$ cat src/hw/rtl/vbdd_pkg.sv
// vbdd_pkg: shared types and constants of the vertical byte delta decoder
// used by the parser, queue, output stage and top, depends on nothing
`default_nettype none

package vbdd_pkg;

   localparam int MAX_COLUMNS = 256;
   localparam int MAX_ROWS    = 1024;
   localparam int MAX_PLANES  = 8;

   localparam logic [7:0] LIT_FLAG  = 8'h80;
   localparam logic [7:0] LIT_MASK  = 8'h7F;
   localparam logic [7:0] BYTE_MASK = 8'hFF;

   localparam int QUEUE_DEPTH = 4;
   localparam int QPTR_W      = $clog2(QUEUE_DEPTH);

   localparam logic [1:0] CSR_COLUMNS = 2'd0;
   localparam logic [1:0] CSR_ROWS    = 2'd1;
   localparam logic [1:0] CSR_XOR     = 2'd2;

   typedef struct packed {
      logic [8:0]  columns_in_use;
      logic [10:0] rows_in_use;
      logic        xor_mode;
   } cfg_type;

   typedef struct packed {
      logic [2:0] out_plane;
      logic [7:0] out_column;
      logic [9:0] start_row;
      logic [7:0] write_data;
      logic [7:0] row_count;
      logic       combine_xor;
   } cmd_type;

   typedef struct packed {
      logic empty;
      logic full;
   } qstat_type;

endpackage

`default_nettype wire

$ cat src/hw/rtl/vbdd_front.sv
// vbdd_front: op stream parser, one byte per cycle while take is high, issues write commands
// depends on vbdd_pkg
`default_nettype none

module vbdd_front
   import vbdd_pkg::*;
(
   input  wire logic       clock,
   input  wire logic       reset,
   input  wire cfg_type    cfg,
   input  wire logic       take,
   input  wire logic [7:0] op_byte,
   input  wire logic [2:0] plane_index,
   input  wire logic       first_of_plane,
   output cmd_type         cmd,
   output logic            cmd_push
);

   localparam logic [2:0] PH_COUNT     = 3'd0;
   localparam logic [2:0] PH_OP        = 3'd1;
   localparam logic [2:0] PH_LITERAL   = 3'd2;
   localparam logic [2:0] PH_RUN_COUNT = 3'd3;
   localparam logic [2:0] PH_RUN_FILL  = 3'd4;
   localparam logic [2:0] PH_DONE      = 3'd5;

   localparam logic [10:0] ROW_LIMIT = 11'(MAX_ROWS);
   localparam logic [8:0]  COL_LIMIT = 9'(MAX_COLUMNS);

   logic [2:0]  phase_ff, phase_in;
   logic [8:0]  col_ff, col_in;
   logic [10:0] row_ff, row_in;
   logic [7:0]  ops_ff, ops_in;
   logic [7:0]  bytes_ff, bytes_in;
   logic [7:0]  run_ff, run_in;
   logic [2:0]  plane_ff, plane_in;

   logic [10:0] eff_rows;
   logic [8:0]  eff_cols;
   logic [2:0]  ph;
   logic [8:0]  col_cur;
   logic [10:0] row_cur;
   logic [7:0]  ops_cur;
   logic [7:0]  bytes_cur;
   logic [7:0]  run_cur;
   logic [7:0]  emit_req;
   logic [10:0] room;
   logic        emit_hit;
   logic [7:0]  emit_cnt;
   logic [11:0] skip_sum;
   logic [8:0]  col_next;
   logic [2:0]  ph_next_col;
   logic        emit_now;

   assign eff_rows = (cfg.rows_in_use > ROW_LIMIT) ? ROW_LIMIT : cfg.rows_in_use;
   assign eff_cols = (cfg.columns_in_use > COL_LIMIT) ? COL_LIMIT : cfg.columns_in_use;

   always_comb begin
      ph        = phase_ff;
      col_cur   = col_ff;
      row_cur   = row_ff;
      ops_cur   = ops_ff;
      bytes_cur = bytes_ff;
      run_cur   = run_ff;
      plane_in  = plane_ff;
      if (first_of_plane) begin
         plane_in  = plane_index;
         col_cur   = '0;
         row_cur   = '0;
         ops_cur   = '0;
         bytes_cur = '0;
         run_cur   = '0;
         ph        = PH_COUNT;
      end
      if (ph == PH_COUNT && col_cur >= eff_cols) begin
         ph = PH_DONE;
      end
   end

   // shared write clipping, skip sum and next-column phase
   always_comb begin
      emit_req = (ph == PH_LITERAL) ? 8'd1 : run_cur;
      room     = eff_rows - row_cur;
      emit_hit = (row_cur < eff_rows) && (emit_req != 8'd0);
      emit_cnt = ({3'b000, emit_req} > room) ? room[7:0] : emit_req;
      skip_sum = {1'b0, row_cur} + {4'b0000, op_byte};
      col_next = col_cur + 9'd1;
      ph_next_col = (col_next >= eff_cols) ? PH_DONE : PH_COUNT;
   end

   always_comb begin
      phase_in = ph;
      col_in   = col_cur;
      row_in   = row_cur;
      ops_in   = ops_cur;
      bytes_in = bytes_cur;
      run_in   = run_cur;
      emit_now = 1'b0;
      unique case (ph)
         PH_COUNT: begin
            ops_in = op_byte;
            row_in = '0;
            if (op_byte == 8'd0) begin
               col_in   = col_next;
               phase_in = ph_next_col;
            end else begin
               phase_in = PH_OP;
            end
         end
         PH_OP: begin
            ops_in = ops_cur - 8'd1;
            if ((op_byte & LIT_FLAG) != 8'd0) begin
               bytes_in = op_byte & LIT_MASK;
               if (bytes_in != 8'd0) begin
                  phase_in = PH_LITERAL;
               end else if (ops_in == 8'd0) begin
                  col_in   = col_next;
                  row_in   = '0;
                  phase_in = ph_next_col;
               end else begin
                  phase_in = PH_OP;
               end
            end else if (op_byte == 8'd0) begin
               phase_in = PH_RUN_COUNT;
            end else begin
               row_in = (skip_sum > {1'b0, eff_rows}) ? eff_rows : skip_sum[10:0];
               if (ops_in == 8'd0) begin
                  col_in   = col_next;
                  row_in   = '0;
                  phase_in = ph_next_col;
               end else begin
                  phase_in = PH_OP;
               end
            end
         end
         PH_LITERAL: begin
            emit_now = emit_hit;
            if (emit_hit) begin
               row_in = row_cur + {3'b000, emit_cnt};
            end
            bytes_in = (bytes_cur - 8'd1) & BYTE_MASK;
            if (bytes_in == 8'd0) begin
               if (ops_in == 8'd0) begin
                  col_in   = col_next;
                  row_in   = '0;
                  phase_in = ph_next_col;
               end else begin
                  phase_in = PH_OP;
               end
            end
         end
         PH_RUN_COUNT: begin
            run_in   = op_byte;
            phase_in = PH_RUN_FILL;
         end
         PH_RUN_FILL: begin
            emit_now = emit_hit;
            if (emit_hit) begin
               row_in = row_cur + {3'b000, emit_cnt};
            end
            if (ops_in == 8'd0) begin
               col_in   = col_next;
               row_in   = '0;
               phase_in = ph_next_col;
            end else begin
               phase_in = PH_OP;
            end
         end
         default: begin
            phase_in = PH_DONE;
         end
      endcase
   end

   always_comb begin
      cmd.out_plane   = plane_in;
      cmd.out_column  = col_cur[7:0];
      cmd.start_row   = row_cur[9:0];
      cmd.write_data  = op_byte;
      cmd.row_count   = emit_cnt;
      cmd.combine_xor = cfg.xor_mode;
      cmd_push        = take && emit_now && (32'(plane_in) < MAX_PLANES);
   end

   always_ff @(posedge clock) begin
      if (reset) begin
         phase_ff <= PH_COUNT;
         col_ff   <= '0;
         row_ff   <= '0;
         ops_ff   <= '0;
         bytes_ff <= '0;
         run_ff   <= '0;
         plane_ff <= '0;
      end else if (take) begin
         phase_ff <= phase_in;
         col_ff   <= col_in;
         row_ff   <= row_in;
         ops_ff   <= ops_in;
         bytes_ff <= bytes_in;
         run_ff   <= run_in;
         plane_ff <= plane_in;
      end
   end

endmodule

`default_nettype wire

$ cat src/hw/rtl/vbdd_queue.sv
// vbdd_queue: short command queue between parser and output stage
// depends on vbdd_pkg
`default_nettype none

module vbdd_queue
   import vbdd_pkg::*;
(
   input  wire logic    clock,
   input  wire logic    reset,
   input  wire logic    push,
   input  wire cmd_type push_cmd,
   input  wire logic    pop,
   output cmd_type      head_cmd,
   output qstat_type    stat
);

   cmd_type                 slot_ff [QUEUE_DEPTH];
   logic [QPTR_W-1:0]       wr_ff, wr_in;
   logic [QPTR_W-1:0]       rd_ff, rd_in;
   logic [QPTR_W:0]         cnt_ff, cnt_in;
   logic                    do_push;
   logic                    do_pop;

   assign stat.empty = (cnt_ff == '0);
   assign stat.full  = (cnt_ff == (QPTR_W+1)'(QUEUE_DEPTH));
   assign do_push    = push && !stat.full;
   assign do_pop     = pop && !stat.empty;
   assign head_cmd   = slot_ff[rd_ff];

   always_comb begin
      wr_in  = do_push ? wr_ff + QPTR_W'(1) : wr_ff;
      rd_in  = do_pop ? rd_ff + QPTR_W'(1) : rd_ff;
      cnt_in = cnt_ff + (QPTR_W+1)'(do_push) - (QPTR_W+1)'(do_pop);
   end

   always_ff @(posedge clock) begin
      if (do_push) begin
         slot_ff[wr_ff] <= push_cmd;
      end
   end

   always_ff @(posedge clock) begin
      if (reset) begin
         wr_ff  <= '0;
         rd_ff  <= '0;
         cnt_ff <= '0;
      end else begin
         wr_ff  <= wr_in;
         rd_ff  <= rd_in;
         cnt_ff <= cnt_in;
      end
   end

endmodule

`default_nettype wire

$ cat src/hw/rtl/vbdd_back.sv
// vbdd_back: output register that drains the command queue onto the response side
// depends on vbdd_pkg
`default_nettype none

module vbdd_back
   import vbdd_pkg::*;
(
   input  wire logic      clock,
   input  wire logic      reset,
   input  wire qstat_type stat,
   input  wire cmd_type   head_cmd,
   output logic           pop,
   input  wire logic      rsp_tready,
   output logic           rsp_tvalid,
   output cmd_type        rsp_cmd
);

   logic    valid_ff, valid_in;
   cmd_type cmd_ff;

   assign pop        = !stat.empty && (!valid_ff || rsp_tready);
   assign valid_in   = pop || (valid_ff && !rsp_tready);
   assign rsp_tvalid = valid_ff;
   assign rsp_cmd    = cmd_ff;

   always_ff @(posedge clock) begin
      if (pop) begin
         cmd_ff <= head_cmd;
      end
   end

   always_ff @(posedge clock) begin
      if (reset) begin
         valid_ff <= 1'b0;
      end else begin
         valid_ff <= valid_in;
      end
   end

endmodule

`default_nettype wire

$ cat src/hw/rtl/vertical_byte_delta_decoder_top.sv
// vertical_byte_delta_decoder_top: config registers, parser, queue and output stage
// depends on vbdd_pkg, vbdd_front, vbdd_queue, vbdd_back
//
// channel  dir  handshake               payload
// req      in   req_tvalid/req_tready   tdata: op_byte, plane_index; tuser: first_of_plane
// rsp      out  rsp_tvalid/rsp_tready   tdata: plane, column, start row, data, count
//                                       tuser: combine_xor
// csr      in   csr_valid/csr_ready     csr_index, csr_data
//
// one request per cycle unless req stalls; commands reach rsp via queue and output register
// rate is set by the parser's registered state update, one byte per clock unless stalled
// a four-entry queue plus the output register absorb rsp stalls; req stalls when full
// synchronous reset clears parser state, queue pointers and rsp_tvalid
// csr is always ready and writes are registered into the config on the clock they are taken
`default_nettype none

module vertical_byte_delta_decoder_top
   import vbdd_pkg::*;
(
   input  wire logic        clock,
   input  wire logic        reset,
   input  wire logic        req_tvalid,
   output logic             req_tready,
   input  wire logic [15:0] req_tdata,   // op_byte[7:0], plane_index[10:8], bits 15:11 unused
   input  wire logic [0:0]  req_tuser,   // first_of_plane
   output logic             rsp_tvalid,
   input  wire logic        rsp_tready,
   output logic [39:0]      rsp_tdata,   // out_plane[2:0], out_column[10:3],
                                         // start_row[20:11], write_data[28:21],
                                         // row_count[36:29], zero pad
   output logic [0:0]       rsp_tuser,   // combine_xor
   input  wire logic        csr_valid,
   output logic             csr_ready,
   input  wire logic [1:0]  csr_index,
   input  wire logic [10:0] csr_data
);

   cfg_type   cfg_ff;
   cmd_type   front_cmd;
   cmd_type   head_cmd;
   cmd_type   rsp_cmd;
   qstat_type stat;
   logic      push;
   logic      pop;
   logic      take;

   assign csr_ready  = 1'b1;
   assign req_tready = !stat.full;
   assign take       = req_tvalid && req_tready;

   always_ff @(posedge clock) begin
      if (reset) begin
         cfg_ff.columns_in_use <= 9'd40;
         cfg_ff.rows_in_use    <= 11'd200;
         cfg_ff.xor_mode       <= 1'b0;
      end else if (csr_valid && csr_ready) begin
         case (csr_index)
            CSR_COLUMNS: cfg_ff.columns_in_use <= csr_data[8:0];
            CSR_ROWS:    cfg_ff.rows_in_use    <= csr_data;
            CSR_XOR:     cfg_ff.xor_mode       <= csr_data[0];
            default: ;
         endcase
      end
   end

   vbdd_front u_front (
      .clock          (clock),
      .reset          (reset),
      .cfg            (cfg_ff),
      .take           (take),
      .op_byte        (req_tdata[7:0]),
      .plane_index    (req_tdata[10:8]),
      .first_of_plane (req_tuser[0]),
      .cmd            (front_cmd),
      .cmd_push       (push)
   );

   vbdd_queue u_queue (
      .clock    (clock),
      .reset    (reset),
      .push     (push),
      .push_cmd (front_cmd),
      .pop      (pop),
      .head_cmd (head_cmd),
      .stat     (stat)
   );

   vbdd_back u_back (
      .clock      (clock),
      .reset      (reset),
      .stat       (stat),
      .head_cmd   (head_cmd),
      .pop        (pop),
      .rsp_tready (rsp_tready),
      .rsp_tvalid (rsp_tvalid),
      .rsp_cmd    (rsp_cmd)
   );

   assign rsp_tdata = {3'b000, rsp_cmd.row_count, rsp_cmd.write_data,
                       rsp_cmd.start_row, rsp_cmd.out_column, rsp_cmd.out_plane};
   assign rsp_tuser = rsp_cmd.combine_xor;

endmodule

`default_nettype wire

$ cat config.mk
export PLATFORM = sky130hd
export DESIGN_NAME = vertical_byte_delta_decoder_top
export DESIGN_NICKNAME = d
export VERILOG_FILES = /design/src/hw/rtl/vbdd_pkg.sv /design/src/hw/rtl/vbdd_front.sv /design/src/hw/rtl/vbdd_queue.sv /design/src/hw/rtl/vbdd_back.sv /design/src/hw/rtl/vertical_byte_delta_decoder_top.sv
export SDC_FILE = /design/constraint.sdc
export NUM_CORES = 1
export LEC_CHECK = 0
export BUFFER_PORTS_ARGS = -buffer_cell sky130_fd_sc_hd__buf_2
export CAP_MARGIN = 20
export CORE_ASPECT_RATIO = 0.5
export CORE_UTILIZATION = 48
export CTS_BUF_LIST = sky130_fd_sc_hd__clkbuf_4 sky130_fd_sc_hd__clkbuf_8
export CTS_CLUSTER_DIAMETER = 150
export DETAILED_ROUTE_END_ITERATION = 10
export GPL_TIMING_DRIVEN = 0
export PLACE_DENSITY_LB_ADDON = 0.15
export REMOVE_ABC_BUFFERS = 1
export SLEW_MARGIN = 30
export SYNTH_ARGS = -nofsm -noshare
export SYNTH_HDL_FRONTEND = slang
export SYNTH_SLANG_ARGS = --single-unit
$ cat constraint.sdc
create_clock -name clock -period 15.8 [get_ports clock]
set_input_delay 3.95 -clock clock [delete_from_list [all_inputs] [get_ports clock]]
set_output_delay 3.95 -clock clock [all_outputs]
set_load 0.02 [all_outputs]
Word level (Yosys, flattened, before mapping)
Memories as Yosys holds them, arrays and structs flattened. A register that Yosys moved wholly into a read port is not among the register bits. Cells that the tools add are included.

Bits in registers: 79. Latch bits: 0. Bits in writable memories: 152. ROM bits: 0. Bits of input ports: 35. Output and inout port bits: 44. Word-level logic and storage cells: 113. Memories kept: 1.

Memory list: u_queue.slot_ff (depth 4, bits a word 38, read ports 1, clocked after memory_dff 1, write ports 1, RTL line vbdd_queue.sv:17) `cmd_type slot_ff [QUEUE_DEPTH];`.

Add/sub/neg operators: 10. $mul: 0. Divide/modulo/power cells: 0. Magnitude comparators: 7. Eq/ne operators: 7. Shift operators: 0. Mux-type cells: 46. Bitwise operators: 0. Reductions and logical operators: 28.

Operator list (count): $mux W11 (11); $mux W9 (9); $mux W8 (7); $pmux W11 S4 (1); $pmux W9 S4 (1); $mux W3 (11); $logic_not A8 Y1 (4); $pmux W8 S2 (2); $ge A9 B9 Y1 (2); $reduce_bool A8 Y1 (2); $sub A8 B1 Y8 const B (2); $pmux W3 S5 (1); $add A11 B8 Y12 (1); $gt A12 B11 Y1 (1); $add A11 B8 Y11 (1); $gt A11 B11 Y1 const B (1); $gt A8 B11 Y1 (1); $lt A11 B11 Y1 (1); $sub A11 B11 Y11 (1); $add A9 B1 Y9 const B (1); $gt A9 B9 Y1 const B (1); $logic_not A3 Y1 (3); $logic_and A1 B1 Y1 (8); $eq A3 B2 Y1 const B (2); 13 further kinds (23).

Depth between registers and ports, before layout
Depth in word-level cells: 14. Depth in mapped cells: 30. Depth with buffers taken out: 27.

Hierarchy
A second synthesis with hierarchy kept.

Cells, all modules: 1183. Area, all modules: 14039.7 um^2.

By module, submodules not included: vbdd_queue (instances 1, cells an instance 249, area an instance 5965.7 um^2, seq. area each 4744.6 um^2); vbdd_front (instances 1, cells an instance 798, area an instance 5938.2 um^2, seq. area each 1001.0 um^2); vbdd_back (instances 1, cells an instance 42, area an instance 1197.4 um^2, seq. area each 1161.1 um^2); vertical_byte_delta_decoder_top (instances 1, cells an instance 94, area an instance 938.4 um^2, seq. area each 420.4 um^2).

Worst setup path before layout
Ideal clock, no wire load.

Path kind: in2reg. Start point: in req_tuser. End point: reg u_front.row_ff[8]. Setup time: 0.086 ns. Arrival: 9.501 ns. Required time: 15.714 ns. Path slack: 6.214 ns. Stages on the path: 29. Path buffers: 3. Cell sequence: clkinv_1 > clkbuf_1 > buf_1 > nand2_1 > ha_1 > nor2b_1 > o31ai_1 > nand2b_1 > a21o_1 > a21o_1 > a21oi_1 > xor2_1 > ha_1 > nand4_1 > o21ai_0 > nor4_1 > buf_2 > mux2i_1 > ha_1 > inv_1 > fa_1 > nor2b_1 > o21ai_0 > a21boi_0 > nor4_1 > or3_1 > o31ai_1 > a21oi_1 > a211oi_1.

RTL lines: start, declared (RTL line vertical_byte_delta_decoder_top.sv:25) `input wire logic [0:0] req_tuser,`; end signal, assigned (RTL line vbdd_front.sv:196) `row_ff <= row_in;`; end, declared (RTL line vbdd_front.sv:31) `logic [10:0] row_ff, row_in;`.

==> metrics.log <==
[metrics] Setup CP Type: in2reg
[metrics] Crit path buffers/inverters: 3
[metrics] initial antenna violation count: 0
[metrics] number of standard cells in the layout, taps in and fillers out: approximately 1600
[metrics] data required time at the worst endpoint: between 15 and 20 ns
[metrics] Fill cells: roughly 2300
[metrics] Worst Path Arrival: ~11 ns
[metrics] Max Slew Vio Count: 0
[metrics] Critical-path top delay cell: buf_2
[metrics] headroom to the max-slew limit: between 20 and 30%
[metrics] Vias: between 9000 and 10000
[metrics] share of synthesized area occupied by flip-flops and latches: 53.73%
[metrics] cell count after placement: roughly 1600
[metrics] Netlist Area Pre-Place: 0.01356 sq mm
[metrics] capture endpoint of the worst hold path: u_front.row_ff[5]$_SDFFE_PP0P_
[metrics] effective utilization at floorplan: 48.95%
[metrics] unrepaired setup endpoints after global routing: no
[metrics] total of warnings raised by yosys: 0
[metrics] type of element capturing the critical path: flop
[metrics] Max IR drop VDD: ~0.067 mV
[metrics] Placement Cell Area: 0.01444 sq mm
[metrics] number of max-cap violations: 0
[metrics] largest net degree at the start of global routing: between 60 and 70
[metrics] CTS Hold Bufs: 0
[metrics] Setup Viol. Count Final: 0
[metrics] FF-to-FF setup slack: around 9 ns
[metrics] share of post-route cells with drive strength above 1: between 15 and 20%
[metrics] met3 track demand over resource: under 10%
[metrics] Routed wire per std cell: 20.07 um
[metrics] clk sink count: around 270
[metrics] first-pass GRT wire length: 51030 um
[metrics] width of the die: 239.7 um
[metrics] count of unresolved DRC violations after routing: 0
[metrics] Period Utilization, post-route: between 60% and 70%
[metrics] Final Instance Area: approximately 0.015 sq mm
[metrics] most used cell, CP: ha_1
[metrics] Worst Tran Pin Value: about 1.0 ns
[metrics] Setup crit start: req_tuser
[metrics] global-route layer with the greatest usage: met2
[metrics] area inside the core boundary: 0.02771 sq mm
[metrics] CTS tree: built
[metrics] cell area power density: approximately 130 mW/mm^2
[metrics] detailed-route vias per instance: 5.800
[metrics] HPWL Detailed: 23150 um
[metrics] Overflow after GRT: 0
[metrics] top cell type's share of synthesized area: approximately 42%
[metrics] largest fanout on the critical path: 42
[metrics] path type of the worst min-delay path: reg2reg
[metrics] cell types with the largest area share after synthesis: edfxtp_1 42%, dfxtp_1 12%, ha_1 7.0%
[metrics] Leak: 5.909 nW
[metrics] Setup TNS: 0 ns
[metrics] post-synthesis to final-layout area growth: 12.82%
[metrics] die span in y: about 120 um
[metrics] Boundary Pins: 79
[metrics] average cell area after synthesis: around 12 sq um
[metrics] maximum level of the CTS H-tree: 2
[metrics] RePlAce Congestion: 0.9365
[metrics] clock-pin transition on the worst setup and hold timing paths: around 0.07 ns
[metrics] all-layer global routing usage: 23.14%
[metrics] number of buffers created by CTS: 40
[metrics] met1 Usage GRT: between 30% and 40%
[metrics] Hold Fails Final Rpt: 0
[metrics] Reg2Reg Depth: 26
[metrics] share of async-settable or async-resettable flops after synthesis: 0%
[metrics] CTS root buf: clkbuf_8
[metrics] Pre-antenna DRT Iters: 5
[metrics] skew final: about 0.026 ns
[metrics] cells after synthesis: approximately 1200
[metrics] via count of the first global-routing pass: 9183
[metrics] worst hold path cell count: 1
[metrics] clock latency on the worst-skew pair: 0.57 ns
[metrics] r2r endpoint: u_front.row_ff[9]$_SDFFE_PP0P_
[metrics] startpoint of the lowest-slack register-to-register path: cfg_ff[11]$_SDFFE_PP0P_
[metrics] Worst Setup Start Kind: input pin
[metrics] Initial DRC Count: 817
[metrics] Min Clock Period, post-route: ~11 ns
[metrics] nets: 1349
[metrics] outcome: finished clean
[metrics] post-synthesis cell type with the largest combined area: edfxtp_1
[metrics] total detailed-routing wirelength: 33060 um
[metrics] primary flip-flop cell chosen by synthesis mapping: edfxtp_1
[metrics] post-CTS setup repair buffer count: 0
[metrics] met2 track utilization from global routing: between 30% and 40%
[metrics] number of standard-cell rows in the floorplan: between 40 and 50
[metrics] maximum clock path buffer count: 3
[metrics] number of enable-type register cells in the synthesized netlist: between 150 and 200
[metrics] maximum clock frequency: 91.43 MHz
[metrics] Distinct cells, synth: between 80 and 90
[metrics] IO buf count: a little under 70
[metrics] post-route antenna net violation count: 0
[metrics] delay of the slowest critical-path stage: around 0.68 ns
[metrics] cell family with the largest share of critical-path delay: simple AND/OR/NAND/NOR gates
[metrics] Total Die Area: about 0.029 sq mm
[metrics] register bit total from synthesis: 269
[metrics] number of instances resized during post-cts repair: 0
[metrics] Worst Min Path Start: u_front.row_ff[5]$_SDFFE_PP0P_
per-stage QoR:
stage	setup slack [ns]	power, mW	utilization (%)	hold WS [ns]
floorplan	5.497	1.220	-	0.4177
global route	4.306	2.079	55.21	0.4721
global placement	2.588	1.369	51.14	0.4316
detailed placement	3.492	1.394	52.11	0.4392
CTS	4.081	2.005	55.21	0.4557
finish	4.863	1.985	55.22	0.4525
kinds of logic after synthesis:
kind of cell,synth area share (%)
muxes,8.894
and+or+nand+nor,12.60
AOI/OAI and AO/OA,11.62
adders and majority gates,7.602
xor gates and xnor gates,2.390
buffers and inverters,3.100
other,0.05538
DFF,53.73
cell type report:
class | count | area [sq um] | area share [%]
Sequential cell | 269 | 7295 | 47.67
Multi-Input combinational cell | 789 | 5918 | 38.68
Clock buffer | 54 | 661.9 | 4.326
Timing Repair Buffer | 81 | 549.3 | 3.590
Tap cell | 382 | 478.0 | 3.124
Inverter | 53 | 198.9 | 1.300
Clock inverter | 18 | 197.7 | 1.292
Antenna cell | 1 | 2.502 | 0.01635
layout by cell type (no fill, tap or decap), types with 8 or more instances in the layout:
master,instances
inv_1,49
dfxtp_1,77
nand2_1,129
o21a_1,10
a21oi_1,63
mux2i_1,26
clkbuf_8,41
nor4_1,9
nor3_1,25
o22ai_1,10
mux4_2,38
nand2b_1,11
o31ai_1,11
buf_2,69
o21ai_0,38
clkinv_1,8
a22oi_1,15
nor2_1,86
o211ai_1,8
a21o_1,14
o21ai_1,9
nor2b_1,22
xor2_1,13
edfxtp_1,190
clkbuf_4,13
nand3_1,24
xnor2_1,24
ha_1,76
cells in the mapped netlist, drive strengths merged, types with 9 or more instances:
master  instances
o21ai          49
a22oi          15
nand2b         11
nor3           26
nor4           10
mux4           38
dfxtp          79
o21a           10
a21oi          65
nand2         129
buf            18
a21o           14
o22ai          10
and2            9
nor2           86
mux2i          26
edfxtp        190
nor2b          22
nand3          25
ha             76
xnor2          24
o31ai          11
inv            50
clkbuf         34
xor2           13
sequential cells by signal, indices dropped and copies added (netlist names), 8 cells and up:
| register | count |
|---|---|
| u_front.col_ff | 9 |
| u_front.ops_ff | 8 |
| u_front.run_ff | 8 |
| u_front.row_ff | 11 |
| u_front.bytes_ff | 8 |
| u_back.rsp_cmd | 38 |
| u_queue.slot_ff | 152 |
| cfg_ff | 21 |
routing by layer:
metal,wire (um),vias to the layer above
met3,2012,46
li1,-,4492
met1,15860,4712
met5,0,-
met4,512,0
met2,14680,302
how the worst max path moves through the flow:
stage,to,slack [ns],cells past startpoint
after floorplan,u_front.row_ff[8]$_SDFFE_PP0P_,5.50,26
after global placement,u_front.row_ff[9]$_SDFFE_PP0P_,2.59,25
after detailed placement,u_front.row_ff[9]$_SDFFE_PP0P_,3.49,26
after CTS,u_front.row_ff[9]$_SDFFE_PP0P_,4.08,26
after global routing,u_front.row_ff[9]$_SDFFE_PP0P_,4.31,26
final,u_front.row_ff[9]$_SDFFE_PP0P_,4.86,26
power by group:
| part | switching, mW | internal (mW) | leakage, nW |
|---|---|---|---|
| Sequential | 0.0439 | 0.844 | 2.47 |
| Clock | 0.271 | 0.341 | 0.447 |
| Combinational | 0.287 | 0.197 | 2.99 |
(Power assumes the default switching activity.)
